==> src/sv/erv_pkg.sv <==
package erv_pkg;

  // Fan size and field formats
  localparam int MAX_VECTORS = 64;
  localparam int CNT_W       = 7;

  // Angle units: 1/128 degree
  localparam int TURN    = 46080;
  localparam int QUARTER = 11520;
  localparam int EIGHTH  = 5760;

  // Output saturation, Q12.4
  localparam int OUT_LIMIT = 65520;

  // One in Q2.30
  localparam logic [30:0] Q30_ONE = 31'h4000_0000;

  // Radian conversion: xr = (a * 3373259426 + 11520) / 23040, split as
  // a * XR_MUL_HI + (a * XR_MUL_LO + 11520) / 23040
  localparam int XR_MUL_HI = 146408;
  localparam int XR_MUL_LO = 19106;
  localparam int XR_BIAS   = 11520;
  localparam int XR_DIV    = 23040;
  localparam int XR_RECIP  = 186413;  // floor(2^32 / 23040)

  // Series step indexes: sine steps first, then cosine steps
  localparam logic [3:0] SIN_FIRST = 4'd0;
  localparam logic [3:0] SIN_LAST  = 4'd4;
  localparam logic [3:0] COS_FIRST = 4'd5;
  localparam logic [3:0] COS_LAST  = 4'd10;

  typedef struct packed {
    logic signed [15:0] fwd_x;
    logic signed [15:0] fwd_y;
    logic signed [15:0] fwd_z;
    logic [6:0]         vector_count;
    logic signed [16:0] spread_angle;
    logic [11:0]        length;
  } in_item_t;

  typedef enum logic [4:0] {
    OP_NONE,
    OP_LOAD,
    OP_SCALE,
    OP_DIV_A,
    OP_DIV_A_SAVE,
    OP_DIV_N,
    OP_DIV_N_SAVE,
    OP_ZERO,
    OP_FOLD,
    OP_XR_PB,
    OP_XR_EST,
    OP_XR_FIX,
    OP_XR_SUM,
    OP_X2_MUL,
    OP_RND_X2,
    OP_T_INIT,
    OP_H_MUL,
    OP_RND_P,
    OP_H_EST,
    OP_H_UPD,
    OP_S_MUL,
    OP_RND_S,
    OP_C_SAVE,
    OP_QUAD,
    OP_RM1,
    OP_RM2,
    OP_RM3,
    OP_RM4,
    OP_OUT,
    OP_NEXT
  } op_t;

  typedef struct packed {
    op_t        op;
    logic [3:0] kidx;
  } cmd_t;

  typedef struct packed {
    logic div_done;
    logic n_zero;
    logic n_one;
    logic last_vec;
    logic out_busy;
  } stat_t;

  // Series divisors
  function automatic logic [7:0] k_of(input logic [3:0] idx);
    logic [7:0] k;
    case (idx)
      4'd0:    k = 8'd110;
      4'd1:    k = 8'd72;
      4'd2:    k = 8'd42;
      4'd3:    k = 8'd20;
      4'd4:    k = 8'd6;
      4'd5:    k = 8'd132;
      4'd6:    k = 8'd90;
      4'd7:    k = 8'd56;
      4'd8:    k = 8'd30;
      4'd9:    k = 8'd12;
      4'd10:   k = 8'd2;
      default: k = 8'd1;
    endcase
    return k;
  endfunction

  // floor(2^32 / k) for the series divisors
  function automatic logic [31:0] m_of(input logic [3:0] idx);
    logic [31:0] m;
    case (idx)
      4'd0:    m = 32'd39045157;
      4'd1:    m = 32'd59652323;
      4'd2:    m = 32'd102261126;
      4'd3:    m = 32'd214748364;
      4'd4:    m = 32'd715827882;
      4'd5:    m = 32'd32537631;
      4'd6:    m = 32'd47721858;
      4'd7:    m = 32'd76695844;
      4'd8:    m = 32'd143165576;
      4'd9:    m = 32'd357913941;
      4'd10:   m = 32'd2147483648;
      default: m = 32'hFFFF_FFFF;
    endcase
    return m;
  endfunction

  // Saturate to the output range
  function automatic logic signed [16:0] clamp_out(input logic signed [20:0] v);
    logic signed [16:0] r;
    if (v > 21'(OUT_LIMIT)) begin
      r = 17'(OUT_LIMIT);
    end else if (v < -21'(OUT_LIMIT)) begin
      r = -17'(OUT_LIMIT);
    end else begin
      r = v[16:0];
    end
    return r;
  endfunction

endpackage

==> src/sv/erv_ctrl.sv <==
// Sequencer: walks one item through setup, then each vector through
// fold, radian conversion, series evaluation, rotation and output
module erv_ctrl (
  input  logic           clk,
  input  logic           rst_n,
  input  logic           in_valid,
  output logic           in_ready,
  input  erv_pkg::stat_t stat,
  output erv_pkg::cmd_t  cmd
);

  typedef enum logic [4:0] {
    S_IDLE,
    S_SCALE,
    S_DIV_A_GO,
    S_DIV_A_WAIT,
    S_DIV_N_GO,
    S_DIV_N_WAIT,
    S_ZERO,
    S_FOLD,
    S_XR_PB,
    S_XR_EST,
    S_XR_FIX,
    S_XR_SUM,
    S_X2_MUL,
    S_RND_X2,
    S_T_INIT,
    S_H_MUL,
    S_RND_P,
    S_H_EST,
    S_H_UPD,
    S_S_MUL,
    S_RND_S,
    S_C_SAVE,
    S_QUAD,
    S_RM1,
    S_RM2,
    S_RM3,
    S_RM4,
    S_OUT,
    S_NEXT
  } state_t;

  state_t     state_r, state_nxt;
  logic [3:0] kidx_r, kidx_nxt;
  erv_pkg::op_t op;

  // next state and command decode
  always_comb begin
    state_nxt = state_r;
    kidx_nxt  = kidx_r;
    op        = erv_pkg::OP_NONE;
    case (state_r)
      S_IDLE: begin
        if (in_valid) begin
          op        = erv_pkg::OP_LOAD;
          state_nxt = S_SCALE;
        end
      end
      S_SCALE: begin
        op = erv_pkg::OP_SCALE;
        if (stat.n_zero) begin
          state_nxt = S_IDLE;
        end else if (stat.n_one) begin
          state_nxt = S_ZERO;
        end else begin
          state_nxt = S_DIV_A_GO;
        end
      end
      S_DIV_A_GO: begin
        op        = erv_pkg::OP_DIV_A;
        state_nxt = S_DIV_A_WAIT;
      end
      S_DIV_A_WAIT: begin
        if (stat.div_done) begin
          op        = erv_pkg::OP_DIV_A_SAVE;
          state_nxt = S_DIV_N_GO;
        end
      end
      S_DIV_N_GO: begin
        op        = erv_pkg::OP_DIV_N;
        state_nxt = S_DIV_N_WAIT;
      end
      S_DIV_N_WAIT: begin
        if (stat.div_done) begin
          op        = erv_pkg::OP_DIV_N_SAVE;
          state_nxt = S_FOLD;
        end
      end
      S_ZERO: begin
        op        = erv_pkg::OP_ZERO;
        state_nxt = S_FOLD;
      end
      S_FOLD: begin
        op        = erv_pkg::OP_FOLD;
        state_nxt = S_XR_PB;
      end
      S_XR_PB: begin
        op        = erv_pkg::OP_XR_PB;
        state_nxt = S_XR_EST;
      end
      S_XR_EST: begin
        op        = erv_pkg::OP_XR_EST;
        state_nxt = S_XR_FIX;
      end
      S_XR_FIX: begin
        op        = erv_pkg::OP_XR_FIX;
        state_nxt = S_XR_SUM;
      end
      S_XR_SUM: begin
        op        = erv_pkg::OP_XR_SUM;
        state_nxt = S_X2_MUL;
      end
      S_X2_MUL: begin
        op        = erv_pkg::OP_X2_MUL;
        state_nxt = S_RND_X2;
      end
      S_RND_X2: begin
        op        = erv_pkg::OP_RND_X2;
        kidx_nxt  = erv_pkg::SIN_FIRST;
        state_nxt = S_T_INIT;
      end
      S_T_INIT: begin
        op        = erv_pkg::OP_T_INIT;
        state_nxt = S_H_MUL;
      end
      S_H_MUL: begin
        op        = erv_pkg::OP_H_MUL;
        state_nxt = S_RND_P;
      end
      S_RND_P: begin
        op        = erv_pkg::OP_RND_P;
        state_nxt = S_H_EST;
      end
      S_H_EST: begin
        op        = erv_pkg::OP_H_EST;
        state_nxt = S_H_UPD;
      end
      S_H_UPD: begin
        op = erv_pkg::OP_H_UPD;
        if (kidx_r == erv_pkg::SIN_LAST) begin
          state_nxt = S_S_MUL;
        end else if (kidx_r == erv_pkg::COS_LAST) begin
          state_nxt = S_C_SAVE;
        end else begin
          kidx_nxt  = kidx_r + 4'd1;
          state_nxt = S_H_MUL;
        end
      end
      S_S_MUL: begin
        op        = erv_pkg::OP_S_MUL;
        state_nxt = S_RND_S;
      end
      S_RND_S: begin
        op        = erv_pkg::OP_RND_S;
        kidx_nxt  = erv_pkg::COS_FIRST;
        state_nxt = S_T_INIT;
      end
      S_C_SAVE: begin
        op        = erv_pkg::OP_C_SAVE;
        state_nxt = S_QUAD;
      end
      S_QUAD: begin
        op        = erv_pkg::OP_QUAD;
        state_nxt = S_RM1;
      end
      S_RM1: begin
        op        = erv_pkg::OP_RM1;
        state_nxt = S_RM2;
      end
      S_RM2: begin
        op        = erv_pkg::OP_RM2;
        state_nxt = S_RM3;
      end
      S_RM3: begin
        op        = erv_pkg::OP_RM3;
        state_nxt = S_RM4;
      end
      S_RM4: begin
        op        = erv_pkg::OP_RM4;
        state_nxt = S_OUT;
      end
      S_OUT: begin
        // wait for a free output register
        if (!stat.out_busy) begin
          op        = erv_pkg::OP_OUT;
          state_nxt = stat.last_vec ? S_IDLE : S_NEXT;
        end
      end
      S_NEXT: begin
        op        = erv_pkg::OP_NEXT;
        state_nxt = S_FOLD;
      end
      default: state_nxt = S_IDLE;
    endcase
  end

  // state and series index
  always_ff @(posedge clk) begin
    if (!rst_n) begin
      state_r <= S_IDLE;
      kidx_r  <= '0;
    end else begin
      state_r <= state_nxt;
      kidx_r  <= kidx_nxt;
    end
  end

  assign in_ready = (state_r == S_IDLE);
  assign cmd.op   = op;
  assign cmd.kidx = kidx_r;

endmodule

==> config.mk <==
export PLATFORM = sky130hd
export DESIGN_NAME = erv_ctrl
export DESIGN_NICKNAME = d
export VERILOG_FILES = /design/src/sv/erv_pkg.sv /design/src/sv/erv_ctrl.sv
export SDC_FILE = /design/constraint.sdc
export NUM_CORES = 1
export LEC_CHECK = 0
export BUFFER_PORTS_ARGS = -buffer_cell sky130_fd_sc_hd__buf_2
export CORE_MARGIN = 4
export CORE_UTILIZATION = 50
export CTS_CLUSTER_DIAMETER = 80
export DETAILED_ROUTE_END_ITERATION = 6
export PLACE_DENSITY = 0.72
export SYNTH_ARGS = -nofsm -noshare
export SYNTH_HDL_FRONTEND = slang
export SYNTH_SLANG_ARGS = --single-unit
export TNS_END_PERCENT = 5
==> constraint.sdc <==
create_clock -name clk -period 3.39 [get_ports clk]
set_input_delay 0.678 -clock clk [delete_from_list [all_inputs] [get_ports clk]]
set_output_delay 0.678 -clock clk [all_outputs]
set_load 0.005 [all_outputs]
* Word level (Yosys, flattened, before mapping)
Index checks and enable logic that the tools add are counted.
** Operators by class
- Add/sub/neg operators :: 1
- Reductions and logical operators :: 6
- Mux-type cells :: 18
- Equality and inequality tests :: 36
** Operators by type and width (count)
- one-hot mux 5 bit (29 select lines) :: 1
- one-hot mux 5 bit (27 select lines) :: 1
- == test 5 bit, second input constant :: 13
- == test 5 x 4 -> 1 bit, second input constant :: 8
- 2-to-1 mux 5 bit :: 8
- == test 5 x 3 -> 1 bit, second input constant :: 4
- 2-to-1 mux 3 bit :: 4
- inequality test 2 bit, second input constant :: 6
- one-hot mux 4 bit (3 select lines) :: 1
- == test 5 x 2 -> 1 bit, second input constant :: 2
- 2-to-1 mux 4 bit :: 2
- == test 5 x 1 -> 1 bit, second input constant :: 1
- zero test 5 bit :: 1
- adder 4 x 1 -> 4 bit, second input constant :: 1
- == test 4 x 3 -> 1 bit, second input constant :: 1
- == test 4 bit, second input constant :: 1
- AND reduction 4 bit :: 1
- OR reduction 2 bit :: 2
- AND reduction 3 bit :: 1
- nonzero test 3 bit :: 1
- 2-to-1 mux 1 bit :: 1
** Word-level totals
- Bits in registers :: 9

* Logic depth before layout (Yosys ltp)
Gate-level depths: netlist (run 1).
- Depth in word-level cells :: 4
- Mapped depth :: 7
- Gate-level depth less buffers :: 7

* Least setup slack after synthesis (run 1)
No wires, ideal clock.
- Kind :: register to output
- Start point :: reg state_r[0]
- End point :: out cmd[6] in the netlist's numbering
- Required time :: 2.712 ns
- Cell stages (with the launch flop) :: 6
- Path slack :: 1.427 ns
- Arrival time :: 1.285 ns
- Path buffers :: 2
- Path through :: dfxtp_1 -> clkbuf_2 -> clkbuf_1 -> o21ai_0 -> a221o_1 -> o22ai_1
** RTL lines
- from (decl) :: RTL line erv_ctrl.sv:44 : state_t state_r, state_nxt;
- from (signal assigned) :: RTL line erv_ctrl.sv:204 : state_r <= state_nxt;
- to (decl) :: RTL line erv_ctrl.sv:9 : output erv_pkg::cmd_t cmd

==> results of run 1 <==
[final cells by class]
cell class / instances / area (sq um)
clock buffers: 4 / 26.28
fillers: 206 / 834.6
inverters: 5 / 18.77
multi-input cells: 126 / 800.8
flip-flops and latches: 9 / 180.2
well taps: 27 / 33.78
repair buffers: 20 / 107.6
[per-layer routing]
metal / share of wire, % / routed length (um) / vias up
met3: 4.8 / 130 / 4
met4: 1.2 / 34 / 0
met5: 0 / 0 / -
met1: 45 / 1237 / 556
met2: 49 / 1321 / 31
li1: - / - / 583
[cells in the final DEF (no fill, tap or decap), drive strengths merged, types with 2 or more instances in the layout]
cell / count
nand3: 9
and3: 3
nand4: 2
o22ai: 3
o211a: 2
nor2: 7
and2: 2
a21oi: 15
dfxtp: 9
mux2i: 2
ha: 3
nand3b: 4
nand2: 18
or2: 2
o31ai: 2
xnor2: 2
nor3b: 2
nor2b: 5
clkbuf: 4
o21ai: 15
a31oi: 3
nand2b: 3
buf: 20
o211ai: 2
nor3: 7
inv: 5
[sequential cells by signal, indices dropped and copies added, names as in the netlist]
name     flops
kidx_r       4
state_r      5
[worst register-to-register path, delay by kind of cell, from the launching register on]
kind             cells  cell delay [ns]
flip-flops           1             0.82
AND/OR/NAND/NOR      2             0.62
AO/OA/AOI/OAI        3             0.54
[cells by family (layout without fill, tap and decap cells)]
family	Yosys count	after routing
buffers and inverters	20	29
XOR/XNOR	2	2
AO/OA/AOI/OAI	53	53
flip-flops	9	9
multiplexers	2	2
adder cells (fa/ha/maj)	3	3
AND/OR/NAND/NOR	66	66
[metrics by stage]
step | util, % | hold slack [ns] | worst slack [ns]
detailed placement | 57.00 | 0.5380 | 1.068
global placement | 57.00 | 0.5244 | 1.060
finish | 58.31 | 0.5419 | 0.7704
floorplan | - | 0.5110 | 1.427
CTS | 58.31 | 0.5440 | 0.7816
global route | 58.31 | 0.5868 | 0.6589
[final timing paths]
check,start,endpoint
max,state_r[2],cmd[6]
min,kidx_r[3],kidx_r[3]
max reg2reg,state_r[4],kidx_r[2]
min reg2reg,kidx_r[3],kidx_r[3]
[report_power, final]
part           internal (W)  switching (W)  leakage, nW
Sequential         0.000108      0.0000130       0.0728
Combinational     0.0000292      0.0000381        0.431
Clock             0.0000454      0.0000398       0.0150
==> impl_metrics.json, run 1 <==
{
  "synth.net_count": 166,
  "cts.repair.resized": 0,
  "drtIter0Drc": 30,
  "worstMarginPinSlew_ns": 0.9137,
  "worstSetupEndpointType": "output port",
  "busiest_layer": "met2",
  "drv_cap": 0,
  "p_leak_nw": 0.5184,
  "avgRoutedWirePerCell_um": 14.26,
  "rows": 16,
  "yosysMostFrequentCell": "nand2_1",
  "startpoint_type": "flip-flop",
  "grt_use_total_pct": 20.75,
  "cts_setup_buffers": 0,
  "slowest_delay_ns": 0.54,
  "synth_edf_count": 0,
  "syn_area_sq_um": 1069,
  "clockBufferDepth": 2,
  "crit_buf_inv": 1,
  "grt_use_met2_pct": 36.06,
  "synth_largest_area_cell": "dfxtp_1",
  "cts_sinks": 9,
  "core-area_sq_um": 2002,
  "yosys.area_share.adder_pct": 3.513,
  "cpMaxStageDelayCell": "nor2b_1",
  "powerDensity_nw_per_um2": 234.7,
  "fmax_ghz": 0.3817,
  "grt-ovfl-total": 0,
  "worstPathRequired_ns": 2.71,
  "synth_compound_area_share_pct": 33.37,
  "clk_transition_reported_paths_ns": 0.07,
  "gp_congestion": 0.8368,
  "initial_core_util_pct": 53.38,
  "slew_violations": 0,
  "ys_top_cells_by_area": "dfxtp_1 (17%), a21oi_1 (7.0%), nand2_1 (6.0%), buf_2 (4.2%), nand3_1 (4.2%)",
  "place_inst": 187,
  "ioPinCount": 18,
  "timing.final.crit_period_ns": 2.620,
  "cts_buffers": 3,
  "finalCritPeriodShare_pct": 77.28,
  "antenna_found_initial": 0,
  "worst_path_most_repeated_cell": "a21oi_1",
  "hold-path-cell-count": 2,
  "placed_cell_area_sq_um": 1141,
  "grt_pass1_wl_um": 4457,
  "postLayoutCellArea_sq_um": 1167,
  "yosys_warnings": 0,
  "cp_max_fo": 12,
  "r2r_setup_slack_ns": 1.30,
  "met3_usage_pct": 2.452,
  "final_net_count": 176,
  "die_x_um": 54.23,
  "muxShareOfSynthArea_pct": 1.874,
  "hpwl_um": 1958,
  "cp_cell_sequence": "nor2b_1 > nand2_1 > a21oi_1 > a21oi_1 > o22ai_1 > buf_2",
  "grt_setup_unrepaired": "false",
  "critical-path-top-delay-family": "simple AND/OR/NAND/NOR gates",
  "synth_flop_cell": "dfxtp_1",
  "portBuffers": 17,
  "ys_seq_area_share_pct": 16.86,
  "worstSetupPathType": "reg2out",
  "avgSynthCellArea_sq_um": 6.894,
  "synthSimpleGateAreaFrac_pct": 34.54,
  "die_h_um": 54.23,
  "synth_top_family_by_area": "simple AND/OR/NAND/NOR gates",
  "synth_top_area_share_pct": 16.86,
  "dr.pass1.iters": 4,
  "hp-class": "reg2reg",
  "grt_pass1_vias": 980,
  "tns_ns": 0,
  "synth-xor-area-share_pct": 1.639,
  "cts_tree": "done",
  "finalNonFillerCells": 191,
  "vias": 1174,
  "yosys-top-cells-count": "nand2_1 (17), a21oi_1 (15)",
  "status": "finished, final reports clean",
  "synth_cells": 155,
  "antenna-diode-count": 0,
  "hold_buffers": 0,
  "post-route-drc-count": 0,
  "yosys.cell_types.count": 47,
  "root_buffer": "clkbuf_4",
  "maxSlewHeadroom_pct": 39.00,
  "ant_nets": 0,
  "r2r_cells": 5,
  "ys_ff_latch": 9,
  "cp.depth": 6,
  "async_flop_share_pct": 0,
  "ir_drop_mv": 0.1927,
  "vias_per_cell": 6.147,
  "areaGrowthSynthToFinish_pct": 9.251,
  "hold_viol_final": 0,
  "grt_max_degree": 29,
  "met1_usage_pct": 25.58,
  "die-area_sq_um": 2941,
  "clk_latency_ns": 0.27,
  "drive_gt1_share_pct": 18.29,
  "setup_viol": 0,
  "skew_ns": 0.008927,
  "totalWireLength_um": 2723,
  "htree_num_levels": 1,
  "crit_arrival_ns": 1.94,
  "p_total_w": 0.0002740
}
Power figures use the tool's default switching activity.
==> run 2: changes to the inputs <==
ABC_AREA = 1   (was unset)
clock period = 2.5 ns   (was 3.39 ns; I/O delays follow)
==> run 2 against run 1 <==
  * Sequential power is 110% higher
  * Design area is 9.8% higher
  * First-iteration DRC count grew to 3.4 times the previous value
  * Cell count is 31% higher
  * Area after synthesis is 7.0% higher
  * Critical endpoint unchanged
  * Clock skew is 0.0046 ns lower
  * Count of clock-buffer cells in the layout stayed put
  * Largest cell class unchanged
  * Core utilization is 0.17 points higher
  * Largest power group is now combinational logic
  * Die area is 6.0% higher
==> impl_metrics.json, run 2 <==
{
  "status": "finished, final reports clean",
  "rows": 17,
  "portBuffers": 17,
  "vias": 1436,
  "synth_flop_cell": "dfxtp_1",
  "cts_sinks": 9,
  "p_total_w": 0.001013,
  "grt-ovfl-total": 0,
  "areaGrowthSynthToFinish_pct": 12.04,
  "cpMaxStageDelayCell": "dfxtp_1",
  "postLayoutCellArea_sq_um": 1281,
  "clk_latency_ns": 0.26,
  "vias_per_cell": 5.744,
  "ys_top_cells_by_area": "dfxtp_1 (16%), nand2_1 (16%), nor2_1 (12%), nand3_1 (8.3%), inv_1 (7.5%)",
  "die_h_um": 55.83,
  "cp_cell_sequence": "inv_2 > nor2_8 > nand2_2 > o21ai_0 > nor4_1 > nand2_1 > buf_2",
  "worstSetupPathType": "reg2out",
  "muxShareOfSynthArea_pct": 0,
  "post-route-drc-count": 0,
  "regMostFlops": "state_r",
  "worstPathRequired_ns": 2.00,
  "ys_seq_area_share_pct": 15.75,
  "avgSynthCellArea_sq_um": 5.633,
  "r2r_start": "state_r[2]",
  "antenna_found_initial": 0,
  "synthSimpleGateAreaFrac_pct": 56.56,
  "r2r_setup_slack_ns": 0.88,
  "synth_cells": 203,
  "worstSetupEndpointType": "output port",
  "die_x_um": 55.83,
  "finalCritPeriodShare_pct": 93.26,
  "cts_buffers": 3,
  "whs_ns": 0.5125,
  "grt_setup_unrepaired": "false",
  "critical-path-top-delay-family": "flip-flops",
  "grt_max_degree": 15,
  "yosys-top-cells-count": "nand2_1 (48), nor2_1 (37), inv_1 (23)",
  "ant_nets": 0,
  "clk_transition_reported_paths_ns": 0.06,
  "dr.pass1.iters": 5,
  "synth.net_count": 214,
  "gp_congestion": 1.013,
  "clkPwrFrac_pct": 11.2,
  "startpoint_type": "flip-flop",
  "drive_gt1_share_pct": 21.17,
  "power.switching_w": 0.0005432,
  "fmax_ghz": 0.4289,
  "reg2reg_to": "state_r[1]",
  "tns_ns": 0,
  "avgRoutedWirePerCell_um": 13.82,
  "synth_compound_area_share_pct": 11.82,
  "p_int_w": 0.0004697,
  "final_net_count": 234,
  "async_flop_share_pct": 0,
  "syn_area_sq_um": 1144,
  "maxSlewHeadroom_pct": 70.95,
  "crit_arrival_ns": 1.83,
  "root_buffer": "clkbuf_4",
  "core-area_sq_um": 2191,
  "p_sw_share_pct": 53.62,
  "ir_drop_mv": 0.4289,
  "synth_top_area_share_pct": 15.75,
  "antenna-diode-count": 0,
  "largest_reg_flops": 5,
  "grt_pass1_vias": 1293,
  "grt_pass1_wl_um": 5823,
  "setup_viol": 0,
  "fill_cells": 213,
  "yosys.cell_types.count": 27,
  "drtIter0Drc": 101,
  "synth_edf_count": 0,
  "final_cell_mix": "nand2_1 (48), nor2_1 (37), inv_1 (23)",
  "placed_cell_area_sq_um": 1249,
  "multiInputGateArea_sq_um": 828.3,
  "clockBufferDepth": 2,
  "initial_core_util_pct": 52.20,
  "r2r_cells": 7,
  "synth-xor-area-share_pct": 0.7659,
  "top_regs": "state_r (5), kidx_r (4)",
  "cts_tree": "done",
  "drv_cap": 0,
  "timing.final.crit_period_ns": 2.332,
  "ioPinCount": 18,
  "hpwl_um": 2892,
  "combPwrFrac_pct": 63.9,
  "cp.depth": 7,
  "seq_area_sq_um": 186.4,
  "crit_end": "cmd[6]",
  "crit_buf_inv": 2,
  "synth_largest_area_cell": "dfxtp_1",
  "power.share.sequential_pct": 24.8,
  "ys_ff_latch": 9,
  "yosys_warnings": 0,
  "cp_max_fo": 7,
  "htree_num_levels": 1,
  "hold_viol_final": 0,
  "totalWireLength_um": 3454,
  "die-area_sq_um": 3116,
  "grt_use_total_pct": 23.09,
  "layout_commonest_cell": "nand2_1",
  "synth_top_family_by_area": "simple AND/OR/NAND/NOR gates",
  "slew_violations": 0,
  "startpoint": "state_r[2]",
  "hp-class": "in2reg",
  "slowest_delay_ns": 0.51,
  "powerDensity_nw_per_um2": 790.6,
  "yosysMostFrequentCell": "nand2_1",
  "yosys.area_share.adder_pct": 3.282,
  "skew_ns": 0.004303,
  "p_leak_nw": 0.7381,
  "worstMarginPinSlew_ns": 0.4342
}
[run 2: cell count changes after synthesis, moves of 4 or more]
cell | before | now
a21oi_1 | 15 | 7
buf_2 | 9 | 0
clkbuf_1 | 5 | 0
inv_1 | 5 | 23
inv_2 | 0 | 7
nand2_1 | 17 | 48
nand3_1 | 9 | 19
nand4_1 | 2 | 8
nor2_1 | 7 | 37
nor2_4 | 0 | 4
nor2b_1 | 5 | 0
o21ai_1 | 5 | 0
[run 2: layout make-up]
cell class / count / area share (%)
clock buffer: 4 / 2.051
multi-input combinational: 161 / 64.65
tap: 28 / 2.734
sequential: 9 / 14.55
inverter: 30 / 8.789
timing repair buffer: 18 / 7.227
[run 2: per-stage QoR]
| stage | util (%) | cells | setup slack (ns) |
|---|---|---|---|
| floorplan | - | 203 | 0.8114 |
| global placement | 57.00 | 246 | 0.2103 |
| detailed placement | 57.00 | 246 | 0.2669 |
| CTS | 58.25 | 250 | 0.1470 |
| global route | 58.48 | 250 | 0.04672 |
| finish | 58.48 | 250 | 0.1685 |
[run 2: metal layers]
metal,wire length [um],track usage [%]
met1,1423,28.13
met2,1619,37.16
met3,269,5.336
met4,142,12.88
met5,0,0
[run 2: cell families (layout without fill, tap and decap cells)]
logic type      after synthesis  after routing
compound gates               23             23
xor+xnor                      1              1
fa+ha+maj                     3              3
buf+inv                      33             52
flops                         9              9
simple gates                134            134
[run 2: worst register-to-register path, delay by kind of cell, from the launching register on]
kind	cells	cell delay, ns
compound gates	2	0.33
flops	1	0.40
simple gates	5	0.82
[run 2: repair_timing]
action,4_1_cts,5_1_grt
gates resized for setup,1,3
hold buffers,0,0
cloned,0,0
endpoints found under the setup margin,1,3
setup buffers,0,0
[run 2: worst min path at each step]
| stage | start | endpoint | slack (ns) | depth (start not counted) |
|---|---|---|---|---|
| final | rst_n | state_r[4] | 0.51 | 3 |
| after floorplan | kidx_r[3] | kidx_r[3] | 0.51 | 2 |
| after global placement | kidx_r[3] | kidx_r[3] | 0.51 | 2 |
| after detailed placement | kidx_r[3] | kidx_r[3] | 0.52 | 2 |
| after global routing | rst_n | kidx_r[3] | 0.53 | 3 |
| after CTS | rst_n | state_r[4] | 0.51 | 3 |
[run 2: power groups by stage]
stage	combinational, W	clock, W	sequential, W
finish	0.000648	0.000114	0.000252
global route	0.000726	0.000125	0.000257
CTS	0.000640	0.000118	0.000245
detailed placement	0.000639	0	0.000248
global placement	0.000642	0	0.000248
floorplan	0.000495	0	0.000207
